--- config.mk ---
export PLATFORM = sky130hd
export DESIGN_NAME = md5_digest_engine_core
export DESIGN_NICKNAME = d
export VERILOG_FILES = /design/src/design/md5_pkg.sv /design/src/design/md5_round.sv /design/src/design/md5_digest_engine_core.sv
export SDC_FILE = /design/constraint.sdc
export NUM_CORES = 2
export LEC_CHECK = 0
export BUFFER_PORTS_ARGS = -buffer_cell sky130_fd_sc_hd__buf_4
export CAP_MARGIN = 20
export CORE_AREA = 2 2 360 505
export DETAILED_ROUTE_END_ITERATION = 6
export DIE_AREA = 0 0 362 507
export GPL_TIMING_DRIVEN = 0
export PLACE_DENSITY = 0.5
export SLEW_MARGIN = 20
export SYNTH_ARGS = -nofsm -noshare
export SYNTH_HDL_FRONTEND = slang
export SYNTH_HIERARCHICAL = 1
export SYNTH_SLANG_ARGS = --single-unit
--- constraint.sdc ---
create_clock -name clock -period 11.2 [get_ports clock]
set_input_delay 0 -clock clock [delete_from_list [all_inputs] [get_ports clock]]
set_output_delay 0 -clock clock [all_outputs]
set_load 0.02 [all_outputs]
--- src/design/md5_pkg.sv ---
// ----------------------------------------------------------------------------
// md5_pkg
// Shared types, constants and round tables for the MD5 digest engine.
// ----------------------------------------------------------------------------
`default_nettype none

package md5_pkg;

   localparam int RoundCountDefault = 64;

   typedef struct packed {
      logic        last;
      logic [2:0]  byte_count;
      logic [31:0] data_word;
   } req_type;

   typedef struct packed {
      logic [31:0] digest_d;
      logic [31:0] digest_c;
      logic [31:0] digest_b;
      logic [31:0] digest_a;
   } rsp_type;

   typedef enum logic [2:0] {
      ST_IDLE,
      ST_PAD,
      ST_LOAD,
      ST_ROUND,
      ST_ADD,
      ST_OUT
   } state_type;

   localparam logic [31:0] INIT_A = 32'h67452301;
   localparam logic [31:0] INIT_B = 32'hefcdab89;
   localparam logic [31:0] INIT_C = 32'h98badcfe;
   localparam logic [31:0] INIT_D = 32'h10325476;
   localparam logic [31:0] PAD_WORD = 32'h00000080;

   // per-round additive constant
   function automatic logic [31:0] add_const(input logic [5:0] r);
      logic [31:0] k;
      unique case (r)
         6'd0:  k = 32'hd76aa478; 6'd1:  k = 32'he8c7b756;
         6'd2:  k = 32'h242070db; 6'd3:  k = 32'hc1bdceee;
         6'd4:  k = 32'hf57c0faf; 6'd5:  k = 32'h4787c62a;
         6'd6:  k = 32'ha8304613; 6'd7:  k = 32'hfd469501;
         6'd8:  k = 32'h698098d8; 6'd9:  k = 32'h8b44f7af;
         6'd10: k = 32'hffff5bb1; 6'd11: k = 32'h895cd7be;
         6'd12: k = 32'h6b901122; 6'd13: k = 32'hfd987193;
         6'd14: k = 32'ha679438e; 6'd15: k = 32'h49b40821;
         6'd16: k = 32'hf61e2562; 6'd17: k = 32'hc040b340;
         6'd18: k = 32'h265e5a51; 6'd19: k = 32'he9b6c7aa;
         6'd20: k = 32'hd62f105d; 6'd21: k = 32'h02441453;
         6'd22: k = 32'hd8a1e681; 6'd23: k = 32'he7d3fbc8;
         6'd24: k = 32'h21e1cde6; 6'd25: k = 32'hc33707d6;
         6'd26: k = 32'hf4d50d87; 6'd27: k = 32'h455a14ed;
         6'd28: k = 32'ha9e3e905; 6'd29: k = 32'hfcefa3f8;
         6'd30: k = 32'h676f02d9; 6'd31: k = 32'h8d2a4c8a;
         6'd32: k = 32'hfffa3942; 6'd33: k = 32'h8771f681;
         6'd34: k = 32'h6d9d6122; 6'd35: k = 32'hfde5380c;
         6'd36: k = 32'ha4beea44; 6'd37: k = 32'h4bdecfa9;
         6'd38: k = 32'hf6bb4b60; 6'd39: k = 32'hbebfbc70;
         6'd40: k = 32'h289b7ec6; 6'd41: k = 32'heaa127fa;
         6'd42: k = 32'hd4ef3085; 6'd43: k = 32'h04881d05;
         6'd44: k = 32'hd9d4d039; 6'd45: k = 32'he6db99e5;
         6'd46: k = 32'h1fa27cf8; 6'd47: k = 32'hc4ac5665;
         6'd48: k = 32'hf4292244; 6'd49: k = 32'h432aff97;
         6'd50: k = 32'hab9423a7; 6'd51: k = 32'hfc93a039;
         6'd52: k = 32'h655b59c3; 6'd53: k = 32'h8f0ccc92;
         6'd54: k = 32'hffeff47d; 6'd55: k = 32'h85845dd1;
         6'd56: k = 32'h6fa87e4f; 6'd57: k = 32'hfe2ce6e0;
         6'd58: k = 32'ha3014314; 6'd59: k = 32'h4e0811a1;
         6'd60: k = 32'hf7537e82; 6'd61: k = 32'hbd3af235;
         6'd62: k = 32'h2ad7d2bb; 6'd63: k = 32'heb86d391;
         default: k = 32'h0;
      endcase
      return k;
   endfunction

   // rotate amount by stage and low round bits
   function automatic logic [4:0] rot_amount(input logic [5:0] r);
      logic [4:0] s;
      unique case ({r[5:4], r[1:0]})
         4'd0:  s = 5'd7;  4'd1:  s = 5'd12; 4'd2:  s = 5'd17; 4'd3:  s = 5'd22;
         4'd4:  s = 5'd5;  4'd5:  s = 5'd9;  4'd6:  s = 5'd14; 4'd7:  s = 5'd20;
         4'd8:  s = 5'd4;  4'd9:  s = 5'd11; 4'd10: s = 5'd16; 4'd11: s = 5'd23;
         4'd12: s = 5'd6;  4'd13: s = 5'd10; 4'd14: s = 5'd15; default: s = 5'd21;
      endcase
      return s;
   endfunction

   // message word index for a round, all mod 16 via truncation
   function automatic logic [3:0] word_index(input logic [5:0] r);
      logic [3:0] g;
      unique case (r[5:4])
         2'd0: g = r[3:0];
         2'd1: g = 4'(5 * r[3:0] + 1);
         2'd2: g = 4'(3 * r[3:0] + 5);
         default: g = 4'(7 * r[3:0]);
      endcase
      return g;
   endfunction

endpackage

`default_nettype wire

--- src/design/md5_round.sv ---
// ----------------------------------------------------------------------------
// md5_round
// One MD5 round step: boolean function, four-way add, rotate, final add.
// ----------------------------------------------------------------------------
`default_nettype none

module md5_round (
   input  wire logic [5:0]   round_idx,
   input  wire logic [31:0]  a_in,
   input  wire logic [31:0]  b_in,
   input  wire logic [31:0]  c_in,
   input  wire logic [31:0]  d_in,
   input  wire logic [31:0]  msg_word,
   output logic      [31:0]  b_out
);

   logic [31:0] f_val;
   logic [31:0] sum_val;
   logic [63:0] rot_wide;
   logic [4:0]  rot_n;

   // stage boolean function
   always_comb begin
      unique case (round_idx[5:4])
         2'd0: f_val = (b_in & c_in) | (~b_in & d_in);
         2'd1: f_val = (b_in & d_in) | (c_in & ~d_in);
         2'd2: f_val = b_in ^ c_in ^ d_in;
         default: f_val = c_in ^ (b_in | ~d_in);
      endcase
   end

   // add, rotate left, add
   always_comb begin
      rot_n    = md5_pkg::rot_amount(round_idx);
      sum_val  = a_in + f_val + md5_pkg::add_const(round_idx) + msg_word;
      rot_wide = {sum_val, sum_val} << rot_n;
      b_out    = b_in + rot_wide[63:32];
   end

endmodule

`default_nettype wire

--- src/design/md5_digest_engine_core.sv ---
// ----------------------------------------------------------------------------
// md5_digest_engine_core
// Streaming MD5 digest engine with one shared round unit.
// ----------------------------------------------------------------------------
// Each request is one little-endian message word; the word marked last
// closes the message and produces one response with the digest words A-D.
// A non-last word that does not complete a block is simply stored. A word that
// completes a 16-word block starts a compression (load, 64 rounds through the
// single round unit, chaining add). A last word additionally fills padding
// one word per cycle and runs one or two compressions before the response
// appears; the response register then holds until taken. Requests are stalled
// from any word that starts a compression or padding until the core is idle again.
// ----------------------------------------------------------------------------
`default_nettype none

module md5_digest_engine_core #(
   parameter int ROUND_COUNT = md5_pkg::RoundCountDefault
) (
   input  wire logic             clock,
   input  wire logic             reset,
   input  wire logic             req_valid,
   output logic                  req_stall,
   input  wire md5_pkg::req_type req_data,
   output logic                  rsp_valid,
   input  wire logic             rsp_stall,
   output md5_pkg::rsp_type      rsp_data
);

   localparam int RW = $clog2(ROUND_COUNT);

   md5_pkg::state_type state_ff, state_in;
   logic [31:0] buf_mem [16];
   logic [31:0] ch_ff [4];
   logic [31:0] ch_in [4];
   logic [31:0] wk_ff [4];
   logic [31:0] wk_in [4];
   logic [3:0]  pos_ff, pos_in;
   logic [RW-1:0] rnd_ff, rnd_in;
   logic [63:0] len_ff, len_in;
   logic        fin_ff, fin_in;       // message ending, padding pending
   logic        pad80_ff, pad80_in;   // 0x80 word still to place
   logic        lenw_ff, lenw_in;     // length words placed
   logic        lenlo_ff, lenlo_in;   // low length word just placed
   logic        wr_en;
   logic [31:0] wr_data;
   logic [31:0] msg_q;
   logic [31:0] round_b;
   logic        req_fire;
   logic [2:0]  cnt;
   logic [31:0] last_word;
   logic [5:0]  ridx;
   logic [3:0]  rd_idx;

   assign req_fire = req_valid && !req_stall;
   assign ridx     = 6'(rnd_ff);

   // block buffer, one write and one registered read a cycle
   assign rd_idx = (state_ff == md5_pkg::ST_ROUND) ? md5_pkg::word_index(6'(rnd_ff + 1'b1))
                                                   : md5_pkg::word_index(6'd0);
   always_ff @(posedge clock) begin
      if (wr_en) begin
         buf_mem[pos_ff] <= wr_data;
      end
      msg_q <= buf_mem[rd_idx];
   end

   md5_round u_round (
      .round_idx (ridx),
      .a_in      (wk_ff[0]),
      .b_in      (wk_ff[1]),
      .c_in      (wk_ff[2]),
      .d_in      (wk_ff[3]),
      .msg_word  (msg_q),
      .b_out     (round_b)
   );

   // last word masking and pad byte
   always_comb begin
      cnt = (req_data.byte_count > 3'd4) ? 3'd4 : req_data.byte_count;
      unique case (cnt)
         3'd0: last_word = md5_pkg::PAD_WORD;
         3'd1: last_word = {16'h0, 8'h80, req_data.data_word[7:0]};
         3'd2: last_word = {8'h0, 8'h80, req_data.data_word[15:0]};
         3'd3: last_word = {8'h80, req_data.data_word[23:0]};
         default: last_word = req_data.data_word;
      endcase
   end

   // next state
   always_comb begin
      state_in = state_ff;
      unique case (state_ff)
         md5_pkg::ST_IDLE: begin
            if (req_fire) begin
               if (pos_ff == 4'd15) state_in = md5_pkg::ST_LOAD;
               else if (req_data.last) state_in = md5_pkg::ST_PAD;
            end
         end
         md5_pkg::ST_PAD: begin
            if (pos_ff == 4'd15) state_in = md5_pkg::ST_LOAD;
         end
         md5_pkg::ST_LOAD:  state_in = md5_pkg::ST_ROUND;
         md5_pkg::ST_ROUND: begin
            if (rnd_ff == RW'(ROUND_COUNT - 1)) state_in = md5_pkg::ST_ADD;
         end
         md5_pkg::ST_ADD: begin
            if (!fin_ff) state_in = md5_pkg::ST_IDLE;
            else if (lenw_ff) state_in = md5_pkg::ST_OUT;
            else state_in = md5_pkg::ST_PAD;
         end
         md5_pkg::ST_OUT: begin
            if (!rsp_stall) state_in = md5_pkg::ST_IDLE;
         end
         default: state_in = md5_pkg::ST_IDLE;
      endcase
   end

   // datapath and outputs
   always_comb begin
      req_stall = (state_ff != md5_pkg::ST_IDLE);
      rsp_valid = (state_ff == md5_pkg::ST_OUT);
      rsp_data.digest_a = ch_ff[0];
      rsp_data.digest_b = ch_ff[1];
      rsp_data.digest_c = ch_ff[2];
      rsp_data.digest_d = ch_ff[3];
      wr_en = 1'b0;
      wr_data = req_data.data_word;
      pos_in = pos_ff; rnd_in = rnd_ff; len_in = len_ff;
      fin_in = fin_ff; pad80_in = pad80_ff; lenw_in = lenw_ff;
      lenlo_in = lenlo_ff;
      ch_in = ch_ff; wk_in = wk_ff;
      unique case (state_ff)
         md5_pkg::ST_IDLE: begin
            if (req_fire) begin
               wr_en  = 1'b1;
               pos_in = pos_ff + 4'd1;
               if (req_data.last) begin
                  wr_data  = last_word;
                  len_in   = len_ff + 64'({cnt, 3'b000});
                  fin_in   = 1'b1;
                  pad80_in = (cnt == 3'd4);
                  lenw_in  = 1'b0;
               end else begin
                  len_in = len_ff + 64'd32;
               end
            end
         end
         md5_pkg::ST_PAD: begin
            wr_en    = 1'b1;
            pos_in   = pos_ff + 4'd1;
            lenlo_in = !pad80_ff && (pos_ff == 4'd14);
            if (pad80_ff) begin
               wr_data  = md5_pkg::PAD_WORD;
               pad80_in = 1'b0;
            end else if (pos_ff == 4'd14) wr_data = len_ff[31:0];
            else if (pos_ff == 4'd15 && lenlo_ff) begin
               wr_data = len_ff[63:32];
               lenw_in = 1'b1;
            end else wr_data = 32'h0;
            // 0x80 landing at 15 leaves no room for length
            if (pad80_ff && pos_ff == 4'd15) lenw_in = 1'b0;
         end
         md5_pkg::ST_LOAD: begin
            wk_in  = ch_ff;
            rnd_in = '0;
         end
         md5_pkg::ST_ROUND: begin
            wk_in[0] = wk_ff[3];
            wk_in[3] = wk_ff[2];
            wk_in[2] = wk_ff[1];
            wk_in[1] = round_b;
            rnd_in   = rnd_ff + 1'b1;
         end
         md5_pkg::ST_ADD: begin
            for (int i = 0; i < 4; i++) ch_in[i] = ch_ff[i] + wk_ff[i];
         end
         md5_pkg::ST_OUT: begin
            if (!rsp_stall) begin
               ch_in[0] = md5_pkg::INIT_A; ch_in[1] = md5_pkg::INIT_B;
               ch_in[2] = md5_pkg::INIT_C; ch_in[3] = md5_pkg::INIT_D;
               len_in = '0; fin_in = 1'b0; pos_in = '0;
            end
         end
         default: ;
      endcase
   end

   // registers
   always_ff @(posedge clock) begin
      if (reset) begin
         state_ff <= md5_pkg::ST_IDLE;
         ch_ff[0] <= md5_pkg::INIT_A; ch_ff[1] <= md5_pkg::INIT_B;
         ch_ff[2] <= md5_pkg::INIT_C; ch_ff[3] <= md5_pkg::INIT_D;
         wk_ff    <= '{default: '0};
         pos_ff   <= '0;
         rnd_ff   <= '0;
         len_ff   <= '0;
         fin_ff   <= 1'b0;
         pad80_ff <= 1'b0;
         lenw_ff  <= 1'b0;
         lenlo_ff <= 1'b0;
      end else begin
         state_ff <= state_in;
         ch_ff    <= ch_in;
         wk_ff    <= wk_in;
         pos_ff   <= pos_in;
         rnd_ff   <= rnd_in;
         len_ff   <= len_in;
         fin_ff   <= fin_in;
         pad80_ff <= pad80_in;
         lenw_ff  <= lenw_in;
         lenlo_ff <= lenlo_in;
      end
   end

endmodule

`default_nettype wire

==> results.json <==
{
  "slowest_delay_ps": 800,
  "crit_buf_inv": 5,
  "htree_levels": 3,
  "ant_nets": 0,
  "slew_headroom": 0.214,
  "synthTopCellsByArea": "edfxtp_1, dfxtp_1, ha_1, a211oi_1, a21oi_1",
  "holdWs_ps": 83.9,
  "yosysUniqueCellTypes": 110,
  "cap_violations": 0,
  "fin_crit_ps": 10890,
  "grt.overflow.total": 0,
  "route.vias.total": 47600,
  "ys_warn_count": 6,
  "synth_area_leader_cell": "edfxtp_1",
  "r2r-end": "wk_ff[95]",
  "endpoint_kind": "register",
  "utilization": 0.347,
  "wl_um": 237000,
  "met2_length_um": 119000,
  "setup_viol": 0,
  "ys_ff_latch": 878,
  "synth.yosys.seq_area_share": 0.425,
  "die_area_um2": 184000,
  "reg2reg_depth": 37,
  "tightestPinTransition_ps": 1170,
  "first_pass_iters": 7,
  "cts.sinks": 878,
  "dp_cells": 8227,
  "drt-met1-wl_um": 87800,
  "grt_max_degree": 33,
  "synth.most_common_cell": "nand2_1",
  "crit_path_start_kind": "register",
  "holdPathStages": 5,
  "clock_path_buffers": 3,
  "drive_gt1_frac": 0.0934,
  "r2r_slack_ps": 310,
  "critPathMaxFanout": 13,
  "route.detailed.drc": 0,
  "syn_inst": 5698,
  "path_delay_family": "compound AO/OA/AOI/OAI gates",
  "r2r_start": "ridx[0]",
  "p_total_uw": 10300,
  "boundaryPins": 170,
  "nets": 6339,
  "numCtsBuffers": 98,
  "area_growth_pct": 16.0,
  "netlist_top_cells_count": "nand2_1, nor2_1, edfxtp_1",
  "max-vdd-ir-drop_uv": 133,
  "register_area_um2": 22700,
  "initial_utilization": 0.299,
  "dr.first_iter.drc_count": 4581,
  "port_buffers": 168,
  "fillCellCount": 18300,
  "startpoint": "ridx[0]",
  "finalHoldViolCount": 0,
  "min_period_over_period": 0.973,
  "async_flop_share": 0,
  "holdCritPathClass": "in2reg",
  "met3WireLength_um": 12900,
  "critPathArrivalTime_ps": 11530,
  "antenna_found_initial": 4,
  "syn_nets": 6027,
  "max_freq_ghz": 0.0918,
  "min_from": "req_data[33]",
  "crit_required_ps": 11840,
  "status": "finished, final reports clean",
  "top_layer": "met5",
  "first_global_vias": 47200,
  "cts_tree": "done",
  "post_synth.cell_area_avg_um2": 9.38,
  "gp_congestion": 0.994,
  "grtUsageTotal": 0.251,
  "avgViaCountPerCell": 5.65,
  "netlist_area_um2": 53500,
  "p_per_area_nw_per_um2": 166,
  "die_w_um": 362,
  "hold_path_end": "len_ff[4]",
  "worstSetupPathType": "reg2reg",
  "final_cell_count_no_fill": 8418,
  "insertion_delay_ps": 740,
  "cts_root_buffer": "clkbuf_16",
  "rows": 184,
  "critPathSlowestCell": "mux2i_1",
  "skew_ps": 43.5,
  "die_h_um": 507,
  "grt_pass1_wl_um": 335000,
  "synth_top_flop_cell": "edfxtp_1",
  "synth_top_area_frac": 0.288,
  "place_hpwl_um": 185000,
  "clkSlewWorstSetupHoldPaths_ps": 60,
  "slew_violations": 0,
  "synth_edf_count": 512,
  "multi_input_area_um2": 28700,
  "p_leak_uw": 0.0230,
  "wl_per_cell_um": 28.2,
  "fp.coreArea_um2": 179000
}
-- power by group --
| part | total [µW] | leakage, µW | internal [µW] | switching [µW] |
|---|---|---|---|---|
| logic | 3160 | 0.0137 | 1090 | 2060 |
| registers | 3690 | 0.00764 | 3570 | 126 |
| clock network | 3450 | 0.00165 | 2000 | 1450 |
| total | 10300 | 0.0230 | 6660 | 3640 |
-- registers in the layout (all words and copies together) (netlist names), 3 cells and up --
| register | cells |
|---|---|
| rsp_data | 128 |
| wk_ff | 128 |
| state_ff | 3 |
| pos_ff | 4 |
| msg_q | 32 |
| buf_mem | 512 |
| ridx | 6 |
| len_ff | 61 |
-- worst min-delay path, stage by stage --
cell     delay (ps)
buf_4           140
nor2b_1         250
fa_1            210
a41oi_1          90
nor2_1           70
-- final cells by class --
| cell class | instances | share of cell area |
|---|---|---|
| buffer | 357 | 0.0238 |
| multi-input combinational | 4203 | 0.463 |
| tap | 2325 | 0.0469 |
| clock buffer | 131 | 0.0439 |
| sequential | 878 | 0.366 |
| inverter | 259 | 0.0158 |
| timing repair buffer | 213 | 0.0295 |
| antenna | 2 | 0.0000807 |
| clock inverter | 50 | 0.0111 |
-- logic make-up after synthesis --
| family | count (synthesis) | synth area share |
|---|---|---|
| mux | 225 | 0.0439 |
| flops | 878 | 0.425 |
| fa+ha+maj | 319 | 0.0828 |
| buf+inv | 617 | 0.0443 |
| compound gates | 1732 | 0.216 |
| xor+xnor | 263 | 0.0435 |
| simple gates | 1664 | 0.145 |
-- per-stage QoR --
step	setup TNS, ps	setup slack (ps)	cell area, µm²
2_1_floorplan	0	2510	53500
3_3_place_gp	-38740	-2690	57600
3_5_place_dp	-23320	-2100	58200
4_1_cts	0	65.5	61800
5_1_grt	-32.5	-32.5	62000
6_report	0	307	62000
-- per-layer routing --
metal | up-vias | global-route usage
met5 | - | 0
met4 | 2 | 0.162
met3 | 608 | 0.0287
met2 | 2025 | 0.451
met1 | 23200 | 0.279
li1 | 21700 | -
-- how the worst max path moves through the flow --
stage	endpoint	slack, ps	cells past startpoint
2_1_floorplan	wk_ff[94]	2510	39
3_3_place_gp	wk_ff[94]	-2690	39
3_5_place_dp	wk_ff[94]	-2100	39
4_1_cts	wk_ff[95]	70	35
5_1_grt	wk_ff[94]	-30	38
6_report	wk_ff[95]	310	37
-- what timing repair did --
action / CTS / global route
buffers inserted: 0 / 2
pin swaps: 1 / 1
hold endpoints to repair: 19 / 0
setup endpoints to repair: 23 / 9
resized for setup: 53 / 84
hold buffers: 7 / 0
cloned: 0 / 0
-- layout by cell type, fill, tap and decap left out, types with 188 or more instances in the layout --
cell type and count:
clkbuf_1 271, a21oi_1 429, nand2_1 544, o21ai_0 212, mux2i_1 202, inv_1 253, edfxtp_1 512, dfxtp_1 362
ha_1 218, nor2_1 502, a211oi_1 325, buf_4 188
Power figures use the tool's default switching activity.
